==> config.mk <==
export PLATFORM = sky130hd
export DESIGN_NAME = bc1_variant_block_decoder_core
export DESIGN_NICKNAME = d
export VERILOG_FILES = /design/src/hdl/bc1_pkg.sv /design/src/hdl/bc1_pal.sv /design/src/hdl/bc1_row.sv /design/src/hdl/bc1_variant_block_decoder_core.sv
export SDC_FILE = /design/constraint.sdc
export NUM_CORES = 1
export LEC_CHECK = 0
export ABC_CLOCK_PERIOD_IN_PS = 3600
export BUFFER_PORTS_ARGS = -buffer_cell sky130_fd_sc_hd__buf_4
export CORE_ASPECT_RATIO = 1.5
export CORE_UTILIZATION = 54
export CTS_CLUSTER_DIAMETER = 200
export DETAILED_ROUTE_END_ITERATION = 6
export PLACE_DENSITY = 0.8
export SETUP_SLACK_MARGIN = 0.3
export SLEW_MARGIN = 20
export SYNTH_ARGS = -nofsm -noshare
export SYNTH_HDL_FRONTEND = slang
export SYNTH_SLANG_ARGS = --single-unit
==> constraint.sdc <==
create_clock -name clk -period 3.6 [get_ports clk]
set_input_delay 0.36 -clock clk [delete_from_list [all_inputs] [get_ports clk]]
set_output_delay 0.36 -clock clk [all_outputs]
set_load 0.01 [all_outputs]
==> src/hdl/bc1_pkg.sv <==
// ----------------------------------------------------------------------------
// bc1_pkg
// Shared types, constants and palette build for the BC1 variant block decoder.
// ----------------------------------------------------------------------------
package bc1_pkg;

  localparam int unsigned ROWS_PER_BLOCK = 4;
  localparam int unsigned TEXELS_PER_ROW = 4;
  localparam int unsigned ROW_W          = $clog2(ROWS_PER_BLOCK);
  localparam logic [ROW_W-1:0] ROW_LAST  = ROW_W'(ROWS_PER_BLOCK - 1);

  localparam logic [7:0] ALPHA_OPAQUE = 8'hFF;
  localparam logic [7:0] ALPHA_CLEAR  = 8'h00;

  typedef logic [31:0] rgba_t;
  typedef logic [TEXELS_PER_ROW-1:0][31:0] pal_t;

  typedef struct packed {
    pal_t        pal;
    logic [31:0] idx;
  } bc1_blk_t;

  function automatic logic [7:0] widen5(input logic [4:0] v);
    return {v, v[4:2]};
  endfunction

  function automatic logic [7:0] widen6(input logic [5:0] v);
    return {v, v[5:4]};
  endfunction

  function automatic logic [2:0][7:0] split565(input logic [15:0] c);
    logic [2:0][7:0] ch;
    ch[0] = widen5(c[15:11]);
    ch[1] = widen6(c[10:5]);
    ch[2] = widen5(c[4:0]);
    return ch;
  endfunction

  function automatic pal_t build_pal(input logic [15:0] c0, input logic [15:0] c1);
    logic            four;
    logic [2:0][7:0] e0;
    logic [2:0][7:0] e1;
    logic [2:0][7:0] m2;
    logic [2:0][7:0] m3;
    logic [10:0]     s2;
    logic [10:0]     s3;
    logic [8:0]      sa;
    pal_t            p;
    four = (c0 > c1);
    e0   = split565(c0);
    e1   = split565(c1);
    for (int k = 0; k < 3; k++) begin
      s2 = 11'(e0[k]) * 11'd5 + 11'(e1[k]) * 11'd3;
      s3 = 11'(e0[k]) * 11'd3 + 11'(e1[k]) * 11'd5;
      sa = 9'(e0[k]) + 9'(e1[k]);
      if (four) begin
        m2[k] = s2[10:3];
        m3[k] = s3[10:3];
      end else begin
        m2[k] = sa[8:1];
        m3[k] = sa[8:1];
      end
    end
    p[0] = {e0[0], e0[1], e0[2], ALPHA_OPAQUE};
    p[1] = {e1[0], e1[1], e1[2], ALPHA_OPAQUE};
    p[2] = {m2[0], m2[1], m2[2], ALPHA_OPAQUE};
    p[3] = {m3[0], m3[1], m3[2], four ? ALPHA_OPAQUE : ALPHA_CLEAR};
    return p;
  endfunction

endpackage

==> src/hdl/bc1_pal.sv <==
// ----------------------------------------------------------------------------
// bc1_pal
// Input stage: builds the four-entry palette and holds it with the indices.
// ----------------------------------------------------------------------------
module bc1_pal (
  input  logic              clk,
  input  logic              rst_n,
  input  logic              in_valid,
  output logic              in_ready,
  input  logic [15:0]       in_color0,
  input  logic [15:0]       in_color1,
  input  logic [31:0]       in_row_indices,
  output logic              blk_valid,
  input  logic              blk_ready,
  output bc1_pkg::bc1_blk_t blk
);
  import bc1_pkg::*;

  logic     blk_valid_r;
  logic     blk_valid_nxt;
  bc1_blk_t blk_r;

  assign in_ready      = !blk_valid_r || blk_ready;
  assign blk_valid_nxt = (in_valid && in_ready) ? 1'b1 :
                         (blk_ready ? 1'b0 : blk_valid_r);

  always_ff @(posedge clk) begin
    if (!rst_n) begin
      blk_valid_r <= 1'b0;
    end else begin
      blk_valid_r <= blk_valid_nxt;
    end
  end

  always_ff @(posedge clk) begin
    if (in_valid && in_ready) begin
      blk_r.pal <= build_pal(in_color0, in_color1);
      blk_r.idx <= in_row_indices;
    end
  end

  assign blk_valid = blk_valid_r;
  assign blk       = blk_r;

endmodule

==> src/hdl/bc1_row.sv <==
// ----------------------------------------------------------------------------
// bc1_row
// Row sequencer: walks the four rows of a block and registers each row result.
// ----------------------------------------------------------------------------
module bc1_row (
  input  logic                      clk,
  input  logic                      rst_n,
  input  logic                      blk_valid,
  output logic                      blk_ready,
  input  bc1_pkg::bc1_blk_t         blk,
  output logic                      out_valid,
  input  logic                      out_ready,
  output logic [bc1_pkg::ROW_W-1:0] out_row,
  output logic [31:0]               out_texel0,
  output logic [31:0]               out_texel1,
  output logic [31:0]               out_texel2,
  output logic [31:0]               out_texel3,
  output logic                      out_last
);
  import bc1_pkg::*;

  logic                              load;
  logic [ROW_W-1:0]                  row_cnt_r;
  logic [ROW_W-1:0]                  row_cnt_nxt;
  logic                              out_valid_r;
  logic                              out_valid_nxt;
  logic [ROW_W-1:0]                  out_row_r;
  logic                              out_last_r;
  logic [TEXELS_PER_ROW-1:0][31:0]   texel_r;
  logic [TEXELS_PER_ROW-1:0][31:0]   texel_nxt;
  logic [7:0]                        row_bits;

  assign load      = blk_valid && (!out_valid_r || out_ready);
  assign blk_ready = load && (row_cnt_r == ROW_LAST);

  assign row_cnt_nxt   = load ? row_cnt_r + ROW_W'(1) : row_cnt_r;
  assign out_valid_nxt = load ? 1'b1 : (out_ready ? 1'b0 : out_valid_r);

  assign row_bits = blk.idx[8*row_cnt_r +: 8];

  always_comb begin
    for (int x = 0; x < TEXELS_PER_ROW; x++) begin
      texel_nxt[x] = blk.pal[row_bits[2*x +: 2]];
    end
  end

  always_ff @(posedge clk) begin
    if (!rst_n) begin
      row_cnt_r   <= '0;
      out_valid_r <= 1'b0;
    end else begin
      row_cnt_r   <= row_cnt_nxt;
      out_valid_r <= out_valid_nxt;
    end
  end

  always_ff @(posedge clk) begin
    if (load) begin
      out_row_r  <= row_cnt_r;
      out_last_r <= (row_cnt_r == ROW_LAST);
      texel_r    <= texel_nxt;
    end
  end

  assign out_valid  = out_valid_r;
  assign out_row    = out_row_r;
  assign out_last   = out_last_r;
  assign out_texel0 = texel_r[0];
  assign out_texel1 = texel_r[1];
  assign out_texel2 = texel_r[2];
  assign out_texel3 = texel_r[3];

`ifndef ASSERT_OFF
  a_last_row: assert property (@(posedge clk) disable iff (!rst_n)
    out_valid_r |-> (out_last_r == (out_row_r == ROW_LAST)))
    else $error("last flag disagrees with row number");

  a_row_order: assert property (@(posedge clk) disable iff (!rst_n)
    (out_valid_r && out_ready && out_row_r != ROW_LAST) |=>
      (!out_valid_r || out_row_r == $past(out_row_r) + ROW_W'(1)))
    else $error("row results out of order");

  a_no_early_release: assert property (@(posedge clk) disable iff (!rst_n)
    (row_cnt_r != ROW_LAST) |-> !blk_ready)
    else $error("block released before its last row");
`endif

endmodule

==> src/hdl/bc1_variant_block_decoder_core.sv <==
// ----------------------------------------------------------------------------
// bc1_variant_block_decoder_core
// Decodes one 4x4 BC1-style block into four rows of RGBA8 texels.
// ----------------------------------------------------------------------------
// usage:
//   in_*  : one compressed block per transaction (two RGB565 endpoints and
//           four index bytes), valid/ready
//   out_* : one row per transaction, top row first, four RGBA8 texels each;
//           out_last marks the fourth row
//   pipeline: input stage registers the block, row sequencer each row
//   throughput: one row per cycle while out_ready is high; the row
//           sequencer is the limit, and the next block is taken while the
//           last row of the previous one waits in the output register
//   stall: with out_ready low the current row holds; the input stage keeps
//           one block and drops in_ready until its last row is loaded
//   reset: rst_n low, synchronous, empties both stages; no state survives
//           between blocks
// ----------------------------------------------------------------------------
module bc1_variant_block_decoder_core (
  input  logic                      clk,
  input  logic                      rst_n,
  input  logic                      in_valid,
  output logic                      in_ready,
  input  logic [15:0]               in_color0,
  input  logic [15:0]               in_color1,
  input  logic [31:0]               in_row_indices,
  output logic                      out_valid,
  input  logic                      out_ready,
  output logic [bc1_pkg::ROW_W-1:0] out_row,
  output logic [31:0]               out_texel0,
  output logic [31:0]               out_texel1,
  output logic [31:0]               out_texel2,
  output logic [31:0]               out_texel3,
  output logic                      out_last
);
  import bc1_pkg::*;

  logic     blk_valid;
  logic     blk_ready;
  bc1_blk_t blk;

  bc1_pal u_pal (
    .clk            (clk),
    .rst_n          (rst_n),
    .in_valid       (in_valid),
    .in_ready       (in_ready),
    .in_color0      (in_color0),
    .in_color1      (in_color1),
    .in_row_indices (in_row_indices),
    .blk_valid      (blk_valid),
    .blk_ready      (blk_ready),
    .blk            (blk)
  );

  bc1_row u_row (
    .clk        (clk),
    .rst_n      (rst_n),
    .blk_valid  (blk_valid),
    .blk_ready  (blk_ready),
    .blk        (blk),
    .out_valid  (out_valid),
    .out_ready  (out_ready),
    .out_row    (out_row),
    .out_texel0 (out_texel0),
    .out_texel1 (out_texel1),
    .out_texel2 (out_texel2),
    .out_texel3 (out_texel3),
    .out_last   (out_last)
  );

endmodule
==> summary.txt, run 1 <==
Global route
  – GRT Util Overall: 0.263
  – Overflow after GRT: 0
  – Via count of the first global-routing pass: 11200
  – Largest net degree at the start of global routing: 65
  – First-pass GRT wire length: 59200 µm
  – Initial antenna violation count: 0

Hold path
  – HP Class: primary input to flip-flop
  – Worst hold start: in_row_indices[25]
  – Hold endpoint: u_pal.blk[25]
  – WHS Path Cells: 1

STA
  – Worst Max-Slew Pin Slew: 1070 ps
  – Worst relative slew slack: 0.289
  – Endpoints failing setup: 0
  – Fin. Hold Viols: 0
  – Minimum clock period: 3190 ps
  – RSZ-0062 raised after global routing: false
  – Fmax: 314 MHz
  – Tcrit/Tclk final: 0.886
  – Skew final: 26.4 ps
  – Slew Viols, Final: 0
  – Final worst slack: 412 ps

Synth
  – Post-synth top area share: 0.412
  – Mapped cell area: 0.0157 mm²
  – Asr flop ratio synth: 0
  – Area contributors post-synth: edfxtp_1 41%, ha_1 12%, fa_1 8.8%
  – Top FF cell, synth: edfxtp_1
  – Synthesized netlist cell count: 1245
  – Post-Syn Nets: 1535
  – Synth area leader: edfxtp_1
  – Synth Register Bits: 220
  – Synth cell types: 53
  – YS warnings: 0
  – Register area share after synthesis: 0.417
  – Post-synth EDFFs: 216
  – Synth Area per Inst: 12.6 µm²

Clocking
  – Clk sinks: 220
  – Worst-skew pair later-pin latency: 530 ps
  – CTS tree: yes
  – Clock root buffer: clkbuf_16
  – CTS Buf Count: 22
  – H-tree lvl count: 1
  – CTS max path bufs: 3
  – CTS clock-pin slew for the worst setup and hold paths: 60 ps

Cells and area
  – Fin cells: 1899
  – Most common cell after layout, fill and taps aside: buf_4
  – Nets: 1785
  – Synth-to-layout area growth: 19.7%
  – Sequential cell area: 0.00657 mm²
  – Layout cell share with drive strength beyond 1: 0.247
  – Cell area after layout: 0.0189 mm²
  – Commonest non-fill, non-tap cells in the layout: 266 x buf_4, 216 x edfxtp_1, 200 x inv_1, 148 x ha_1, 88 x mux2i_1
  – Diodes inserted: 0
  – Multi-input gate area: 0.00807 mm²
  – Filler Cell Count: 2073

Route
  – Total Wirelength: 39100 µm
  – Drt wl/cell: 20.6 µm
  – DRT antenna net count: 0
  – Router iterations before antenna repair: 7
  – Via count: 10800
  – Post-route DRC: 0
  – Initial DRC Count: 696
  – DR vias/cell: 5.71

Job
  – Max-Cap Viols: 0

Floorplan
  – Top Ports: 201
  – Die Y: 211 µm
  – Die area: 0.0299 mm²
  – FP Rows: 76
  – Core footprint: 0.0287 mm²
  – Initial Util: 0.548
  – DIE WIDTH: 141 µm

Critical path
  – Reg2Reg Setup Slack: 810 ps
  – CP Data Required Time: 3860 ps
  – Type of origin of the critical path: primary input
  – Critical R2R Launch: u_row.row_cnt_r[0]
  – Worst r2r path cells: 4
  – Critical-path maximum fanout: 6
  – Nature of the critical path endpoint: flip-flop
  – Reg2reg end: u_row.out_texel3[30]
  – CP Class: primary input to flip-flop
  – Worst EP arrival: 3450 ps

Placement
  – Detailed placement HPWL: 29800 µm
  – Inst Count DP: 1838
  – # port buffers: 200
  – Final RePlAce weighted congestion: 0.909
  – Place WS: -133 ps
  – Dpl cell area: 0.0179 mm²

Pwr
  – Pwr/cell area: 521 mW/mm²
  – Leak Pwr: 8.18 nW
  – Peak VDD IR: 0.316 mV

Run status
  – Status: complete, no violations
==> worst max path at each step <==
stage	cells after the start	startpoint	to	slack, ps
floorplan	12	in_color1[5]	u_pal.blk[151]	300
global placement	15	in_color1[11]	u_pal.blk[124]	-50
detailed placement	15	in_color1[11]	u_pal.blk[124]	-130
CTS	13	in_color1[9]	u_pal.blk[151]	420
global route	13	in_color1[13]	u_pal.blk[159]	300
finish	13	in_color1[5]	u_pal.blk[151]	410
==> where the power goes <==
part	leakage, nW	total, mW	internal (mW)	switching [mW]
Sequential	2.08	3.56	3.33	0.236
Combinational	5.77	4.04	1.90	2.14
Clock	0.337	2.23	1.27	0.963
==> critical path, cell delays in order <==
cell	delay [ps]
buf_4	150
ha_4	240
fa_1	500
inv_1	50
fa_1	500
inv_1	50
ha_2	180
or3_1	330
o211ai_1	260
o221ai_1	260
a21oi_2	230
xnor2_1	90
mux2_4	260
==> final cells by class <==
class,instances,share of cell area
sequential,220,0.348
multi-input combinational,758,0.428
timing repair buffer,292,0.121
clock inverter,12,0.00637
clock buffer,26,0.0300
tap,390,0.0259
inverter,201,0.0402
==> metrics by stage <==
step	TNS, ps	total power [mW]	hold WS (ps)	util
after detailed placement	-450	7.57	491	0.624
after global placement	-79.8	7.42	469	0.624
after global routing	0	10.3	0.182	0.656
after floorplan	0	6.22	433	-
after CTS	0	9.81	0.419	0.656
final	0	9.83	10.5	0.656
==> registers in the layout, indices dropped and copies added, names as in the netlist <==
register          flops
u_pal.blk           113
u_row.out_texel3     25
u_pal.blk_valid       1
u_row.out_row         2
u_row.out_valid       1
u_row.out_texel0     25
u_row.out_texel1     25
u_row.out_texel2     25
u_row.out_last        1
u_row.row_cnt_r       2
==> Yosys cell counts (all sizes together) (6+ instances only) <==
| master | n |
|---|---|
| edfxtp | 216 |
| inv | 201 |
| ha | 153 |
| mux2i | 88 |
| a21oi | 82 |
| fa | 69 |
| buf | 56 |
| mux4 | 56 |
| xnor2 | 47 |
| nor2 | 34 |
| nor2b | 34 |
| a211oi | 31 |
| xor2 | 22 |
| nand2 | 18 |
| nand3 | 14 |
| o21ai | 12 |
| o21bai | 11 |
| clkbuf | 10 |
| nor3 | 9 |
| a21o | 8 |
| mux2 | 8 |
| a31oi | 7 |
| nand3b | 6 |
| nand4 | 6 |
| o211ai | 6 |
==> repair_timing <==
action / 4_1_cts / 5_1_grt
hold buffers: 22 / 1
endpoints found under the hold margin: 22 / 1
gates resized for setup: 0 / 3
setup endpoints to repair: 0 / 4
setup buffers: 0 / 0
==> per-layer routing <==
layer	vias up	wire length (µm)	part of all wire	global-route usage
li1	4937	-	-	-
met1	5323	14300	0.36	0.297
met2	474	20400	0.52	0.483
met3	107	2530	0.065	0.0336
met4	0	1840	0.047	0.132
met5	-	0	0	0
==> cell families (layout without fill, tap and decap cells) <==
| group | after synthesis | count (layout) | share of synthesized area |
|---|---|---|---|
| DFF | 220 | 220 | 0.417 |
| muxes | 152 | 152 | 0.142 |
| adders and majority gates | 222 | 222 | 0.209 |
| and+or+nand+nor | 140 | 140 | 0.0473 |
| AOI/OAI and AO/OA | 175 | 175 | 0.0695 |
| xor gates and xnor gates | 69 | 69 | 0.0384 |
| buffers and inverters | 267 | 531 | 0.0765 |
No activity file was read; power rests on OpenSTA's default activity.
==> inputs of run 2 (changes only) <==
ABC_AREA = 1   (was default)
==> run 2 against run 1 <==
  * Register-to-register slack hardly changed
  * Clock power is 18% higher
  * Largest power group unchanged
  * Critical endpoint is now u_pal.blk[124]
  * Worst hold slack better by 9.0 ps
  * Highest routed layer unchanged
  * Critical path type unchanged
  * Cell area is 4.8% higher
  * Die area is 8.8% higher
  * Synthesized cell count is 60% higher
==> summary.txt, run 2 <==
Floorplan
  – Core footprint: 0.0311 mm² (+8.4%)
  – FP Rows: 79 (+3.9%)
  – Initial Util: 0.551 (+0.00258)
  – DIE WIDTH: 148 µm (+4.3%)
  – Die Y: 220 µm (+4.3%)
  – Top Ports: 201 (unchanged)
  – Die area: 0.0325 mm² (+8.8%)

Clocking
  – Clock root buffer: clkbuf_16
  – H-tree lvl count: 1 (unchanged)
  – Worst-skew pair later-pin latency: 540 ps (about the same)
  – # hold bufs at CTS: 16 (-27%)
  – Number of post-CTS setup repair buffers: 0 (unchanged)
  – CTS Buf Count: 24 (+9.1%)
  – CTS max path bufs: 3 (unchanged)
  – CTS clock-pin slew for the worst setup and hold paths: 60 ps (about the same)
  – Clk sinks: 220 (unchanged)
  – CTS tree: yes
  – Post-CTS Resized: 0 (unchanged)

Placement
  – Dpl cell area: 0.0188 mm² (+4.7%)
  – Final RePlAce weighted congestion: 0.975 (+7.3%)
  – # port buffers: 200 (unchanged)
  – Detailed placement HPWL: 36400 µm (+22%)

Synth
  – YS warnings: 0 (unchanged)
  – Mapped cell area: 0.0172 mm² (+8.9%)
  – List of most frequent post-synthesis cells: 463 x nand2_1, 335 x inv_1, 216 x edfxtp_1
  – Top FF cell, synth: edfxtp_1
  – Synthesized netlist cell count: 1994 (+60%)
  – Synth area leader: edfxtp_1
  – Synth Register Bits: 220 (unchanged)
  – Proportion of synthesized area in mux cells: 0 (-0.142)
  – Most numerous cell in the Yosys netlist: nand2_1
  – Post-Syn Nets: 2284 (+49%)
  – Post-synth top area share: 0.378 (-0.0338)
  – Compound-Gate Fraction of Synth Area: 0.128 (+0.0581)
  – Register area share after synthesis: 0.383 (-0.0342)
  – XOR/XNOR Fraction of Synth Area: 0.0163 (-0.0220)
  – Post-synthesis adder-cell area fraction: 0.192 (-0.0172)
  – Area contributors post-synth: edfxtp_1 38%, ha_1 11%, nand2_1 10%
  – Largest family of logic cells by synthesized area: adder cells
  – Post-synth EDFFs: 216 (unchanged)
  – Synth Area per Inst: 8.60 µm² (-32%)
  – Asr flop ratio synth: 0 (unchanged)
  – Simple-gate portion of the synthesized area: 0.168 (+0.120)
  – Synth cell types: 35 (-34%)

Cells and area
  – Most common cell after layout, fill and taps aside: nand2_1
  – Largest register FFs: 113 (unchanged)
  – Commonest non-fill, non-tap cells in the layout: 463 x nand2_1, 334 x inv_1, 224 x buf_4, 216 x edfxtp_1, 153 x ha_1
  – Synth-to-layout area growth: 15.2%
  – Filler Cell Count: 2599 (+25%)
  – Diodes inserted: 0 (unchanged)
  – Cell area after layout: 0.0198 mm² (+4.8%)
  – Nets: 2465 (+38%)
  – Layout cell share with drive strength beyond 1: 0.145 (-0.103)

STA
  – Minimum clock period: 3030 ps (-159 ps)
  – Worst relative slew slack: 0.422 (+0.132)
  – Tcrit/Tclk final: 0.841 (-0.0443)
  – Worst Max-Slew Pin Slew: 868 ps (-198 ps)
  – Fmax: 330 MHz (+5.3%)
  – Slew Viols, Final: 0 (unchanged)
  – Hold slack: 19.5 ps (+8.98 ps)
  – Setup TNS Final: 0 ps (unchanged)
  – RSZ-0062 raised after global routing: false
  – Fin. Hold Viols: 0 (unchanged)
  – Skew final: 31.1 ps (+4.72 ps)
  – Endpoints failing setup: 0 (unchanged)

Critical path
  – Type of origin of the critical path: primary input
  – Nature of the critical path endpoint: flip-flop
  – Slowest-stage cell, CP: fa_1
  – Critical-path maximum fanout: 8 (+2)
  – Max incr delay on CP: 560 ps (+60 ps)
  – Worst r2r path cells: 7 (+3)
  – CP Data Required Time: 3880 ps (+20 ps)
  – Worst EP arrival: 3310 ps (-140 ps)
  – CP cell instances: buf_4 -> inv_1 -> fa_1 -> inv_1 -> ha_1 -> inv_1 -> fa_1 -> inv_1 -> ha_1 -> a21oi_1 -> nor2_1 -> nor2_1 -> nand2_1 -> nand2_1 -> nand2_1 -> nand3_1 -> nand2_1
  – Worst Path Buf+Inv: 5 (+2)
  – Cell family with most CP delay: adder cells
  – CP Class: primary input to flip-flop
  – CP Depth: 17 (+4)

Hold path
  – HP Class: primary input to flip-flop
  – WHS Path Cells: 1 (unchanged)

Global route
  – Busiest grt layer: met2
  – Met3 Use GR: 0.0297 (-0.00386)
  – First-pass GRT wire length: 72700 µm (+23%)
  – Overflow after GRT: 0 (unchanged)
  – Initial antenna violation count: 0 (unchanged)
  – GRT Util Overall: 0.287 (+0.0245)
  – Via count of the first global-routing pass: 13900 (+25%)
  – GRT met1 Usage: 0.332 (+0.0345)
  – Grt met2 use: 0.530 (+0.0471)
  – Largest net degree at the start of global routing: 114 (+75%)

Route
  – DRT antenna net count: 0 (unchanged)
  – Router iterations before antenna repair: 7 (unchanged)
  – Post-route DRC: 0 (unchanged)
  – Initial DRC Count: 1202 (+73%)
  – Via count: 14300 (+32%)
  – DR vias/cell: 5.51 (-3.4%)
  – Total Wirelength: 46700 µm (+19%)
  – Drt wl/cell: 18.0 µm (-13%)

Pwr
  – Peak VDD IR: 0.379 mV (+20%)
  – Pwr/cell area: 545 mW/mm² (+4.5%)
  – Leak Pwr: 9.76 nW (+19%)

Job
  – Max-Cap Viols: 0 (unchanged)

Run status
  – Status: complete, no violations
## run 2: changes by cell type after synthesis, sizes merged, moves of 10 or more
cell	before	now
nor2	34	102
a211oi	31	0
mux2i	88	0
nand2	18	469
nand3	14	107
nor2b	34	0
mux4	56	0
inv	201	342
a21oi	82	144
o22ai	0	32
xor2	22	32
xnor2	47	0
o21ai	12	185
buf	56	79
## run 2: path summary, 6_finish.rpt
kind,startpoint,endpoint,slack [ps]
min,in_row_indices[9],u_pal.blk[9],20
min reg2reg,u_pal.blk_valid,u_row.out_valid,480
max,in_color0[15],u_pal.blk[124],570
max reg2reg,u_row.row_cnt_r[0],u_row.out_texel2[9],810
## run 2: worst register-to-register path, cell delays in order, from the launching register on
cell and delay [ps]:
dfxtp_1 690, inv_2 280, o21ai_1 180, and2_1 710, inv_4 310, a21oi_1 200
o21ai_0 140, nand2_1 140
## run 2: per-layer routing
metal  part of all wire  up-vias  wire [µm]
met5                  0        -          0
met4              0.045        0       2110
met3              0.059      131       2770
met2               0.51      594      24000
met1               0.38     6699      17800
li1                   -     6898          -
## run 2: logic make-up after synthesis
family                   Yosys count
AO/OA/AOI/OAI                    385
AND/OR/NAND/NOR                  705
buffers and inverters            430
flip-flops                       220
adder cells (fa/ha/maj)          222
XOR/XNOR                          32
## run 2: power by group
| part | total, mW | switching [mW] | internal, mW | leakage, nW |
|---|---|---|---|---|
| Sequential | 3.49 | 0.190 | 3.30 | 2.09 |
| Combinational | 4.63 | 2.95 | 1.68 | 7.26 |
| Clock | 2.64 | 1.05 | 1.59 | 0.413 |
| Total | 10.8 | 4.19 | 6.57 | 9.76 |
## run 2: cell type report
| class | instances | area [µm²] | share of cell area |
|---|---|---|---|
| clock buffer | 32 | 662 | 0.0335 |
| clock inverter | 12 | 179 | 0.00905 |
| inverter | 342 | 1300 | 0.0658 |
| multi-input combinational | 1344 | 8650 | 0.438 |
| sequential | 220 | 6570 | 0.332 |
| tap | 405 | 507 | 0.0256 |
| timing repair buffer | 243 | 1900 | 0.0962 |
## run 2: through the flow
| stage | setup slack [ps] | instances | total power, mW | utilization |
|---|---|---|---|---|
| after global routing | 400 | 2598 | 11.4 | 0.635 |
| after global placement | 87.6 | 2538 | 8.00 | 0.603 |
| after floorplan | 502 | 1994 | 6.73 | - |
| after CTS | 607 | 2598 | 10.7 | 0.635 |
| final | 571 | 2598 | 10.8 | 0.635 |
| after detailed placement | 75.2 | 2538 | 8.10 | 0.603 |
==> inputs of run 3 (changes only) <==
ABC_CLOCK_PERIOD_IN_PS = 2750   (was 3600)
clock period = 2.75 ns   (was 3.6 ns; I/O delays follow)
==> run 3 against run 2 <==
  * Via count up 9.0%
  * Die area did not move
  * Register-to-register slack worse by 320 ps
==> summary.txt, run 3 (synthesis results as in run 2) <==
Clocking
  – CTS clock-pin slew for the worst setup and hold paths: 70 ps (about the same)
  – Clock root buffer: clkbuf_16
  – CTS max path bufs: 3 (unchanged)
  – CTS tree: yes
  – CTS Buf Count: 20 (-17%)
  – Worst-skew pair later-pin latency: 510 ps (-30 ps)
  – Clk sinks: 220 (unchanged)
  – H-tree lvl count: 1 (unchanged)

Cells and area
  – Largest register FFs: 113 (unchanged)
  – Most common cell after layout, fill and taps aside: nand2_1
  – Commonest non-fill, non-tap cells in the layout: 385 x nand2_1, 323 x buf_4, 245 x inv_1, 216 x edfxtp_1, 137 x o21ai_0
  – Synth-to-layout area growth: 32.2%
  – Filler Cell Count: 1992 (-23%)
  – Nets: 2623 (+6.4%)
  – Diodes inserted: 0 (unchanged)
  – Layout cell share with drive strength beyond 1: 0.325 (+0.181)
  – Fin cells: 2752 (+5.9%)

Hold path
  – WHS Path Cells: 3 (+2)
  – HP Class: primary input to flip-flop

STA
  – Worst relative slew slack: 0.596 (+0.175)
  – RSZ-0062 raised after global routing: true
  – Hold slack: 23.7 ps (+4.20 ps)
  – Skew final: 10.3 ps (-20.8 ps)
  – Slew Viols, Final: 0 (unchanged)
  – Final worst slack: 109 ps (-462 ps)
  – Tcrit/Tclk final: 0.960
  – Fmax: 379 MHz
  – Endpoints failing setup: 0 (unchanged)
  – Setup TNS Final: 0 ps (unchanged)
  – Worst Max-Slew Pin Slew: 605 ps (-262 ps)
  – Fin. Hold Viols: 0 (unchanged)
  – Minimum clock period: 2640 ps

Floorplan
  – Die Y: 220 µm (unchanged)
  – DIE WIDTH: 148 µm (unchanged)
  – Die area: 0.0325 mm² (unchanged)
  – FP Rows: 79 (unchanged)
  – Initial Util: 0.551 (unchanged)
  – Core footprint: 0.0311 mm² (unchanged)
  – Top Ports: 201 (unchanged)

Placement
  – Inst Count DP: 2666 (+5.0%)
  – # port buffers: 200 (unchanged)
  – Final RePlAce weighted congestion: 0.993 (+1.9%)
  – Detailed placement HPWL: 36400 µm (about the same)
  – Place WS: -385 ps (-460 ps)

Global route
  – Grt met2 use: 0.558 (+0.0278)
  – GRT met1 Usage: 0.332 (about the same)
  – Busiest grt layer: met2
  – Initial antenna violation count: 0 (unchanged)
  – Met3 Use GR: 0.0307 (+0.00103)
  – Overflow after GRT: 0 (unchanged)
  – GRT Util Overall: 0.299 (+0.0117)
  – Largest net degree at the start of global routing: 114 (unchanged)
  – Via count of the first global-routing pass: 15600 (+12%)
  – First-pass GRT wire length: 76900 µm (+5.8%)

Route
  – DR vias/cell: 5.67 (+2.9%)
  – Router iterations before antenna repair: 6 (-1)
  – Via count: 15600 (+9.0%)
  – Drt wl/cell: 18.1 µm (+0.74%)
  – DRT antenna net count: 0 (unchanged)
  – Initial DRC Count: 1473 (+23%)
  – Total Wirelength: 49800 µm (+6.7%)
  – Post-route DRC: 0 (unchanged)

Pwr
  – Peak VDD IR: 0.379 mV (about the same)
  – Pwr/cell area: 709 mW/mm² (+30%)
  – Leak Pwr: 10.6 nW (+8.2%)

Critical path
  – CP Data Required Time: 3020 ps (-860 ps)
  – Worst r2r path cells: 8 (+1)
  – CP Class: primary input to flip-flop
  – Critical-path maximum fanout: 4 (-4)
  – Worst EP arrival: 2910 ps (-400 ps)
  – Type of origin of the critical path: primary input
  – Reg2Reg Setup Slack: 490 ps (-320 ps)
  – Nature of the critical path endpoint: flip-flop

Run status
  – Status: complete, no violations

Job
  – Max-Cap Viols: 0 (unchanged)
[run 3: cell types whose count changed in the layout (fill, tap and decap cells not counted), moves of 26 or more]
cell and delta:
a21oi_1 -26, buf_4 +99, buf_6 +26, ha_1 -62, ha_4 +58, inv_1 -89, inv_2 +72, nand2_1 -78
nand2_2 +67
[run 3: where the power goes]
group	internal (mW)	switching (mW)
Sequential	4.32	0.247
Clock	1.71	1.28
Combinational	3.65	4.87
Total	9.67	6.40
[run 3: layer usage]
layer	vias up	routed length [µm]
met5	-	0
met1	7346	17900
met2	847	25800
met3	219	3330
li1	7204	-
met4	0	2750
[run 3: through the flow]
stage | area, µm² | util | total power, mW
5_1_grt | 22700 | 0.728 | 17.0
3_5_place_dp | 20700 | 0.664 | 12.0
6_report | 22700 | 0.728 | 16.1
3_3_place_gp | 20700 | 0.664 | 11.7
2_1_floorplan | 18000 | - | 9.57
4_1_cts | 22100 | 0.711 | 15.4
[run 3: worst paths after layout]
kind / start / end
min: rst_n / u_row.out_valid
max: in_color1[12] / u_pal.blk[127]
min reg2reg: u_pal.blk_valid / u_row.out_valid
max reg2reg: u_row.row_cnt_r[0] / u_row.out_texel3[9]
[run 3: area by class of cell]
type | instances | area [µm²] | area share
inverters | 342 | 1360 | 0.0599
well taps | 405 | 507 | 0.0224
flip-flops and latches | 220 | 6580 | 0.290
clock inverters | 15 | 181 | 0.00800
repair buffers | 405 | 3470 | 0.153
multi-input cells | 1344 | 10100 | 0.444
clock buffers | 21 | 526 | 0.0232
[run 3: worst max-delay path, cell delays in order]
cell and delay, ps:
buf_6 110, inv_2 60, fa_1 520, inv_1 60, ha_1 290, inv_1 60
fa_1 490, inv_2 50, ha_4 310, nand2_4 80, inv_2 70, nand2_1 60
nand2_1 80, nand2_2 70, nand4_1 110, nand2_1 80, nand3_1 70, nand2_1 70
[run 3: timing repair]
item | 4_1_cts | 5_1_grt
buffers inserted | 10 | 8
endpoints found under the setup margin | 37 | 47
pin swaps | 95 | 103
endpoints found under the hold margin | 32 | 0
resized for setup | 116 | 127
hold buffers | 32 | 0
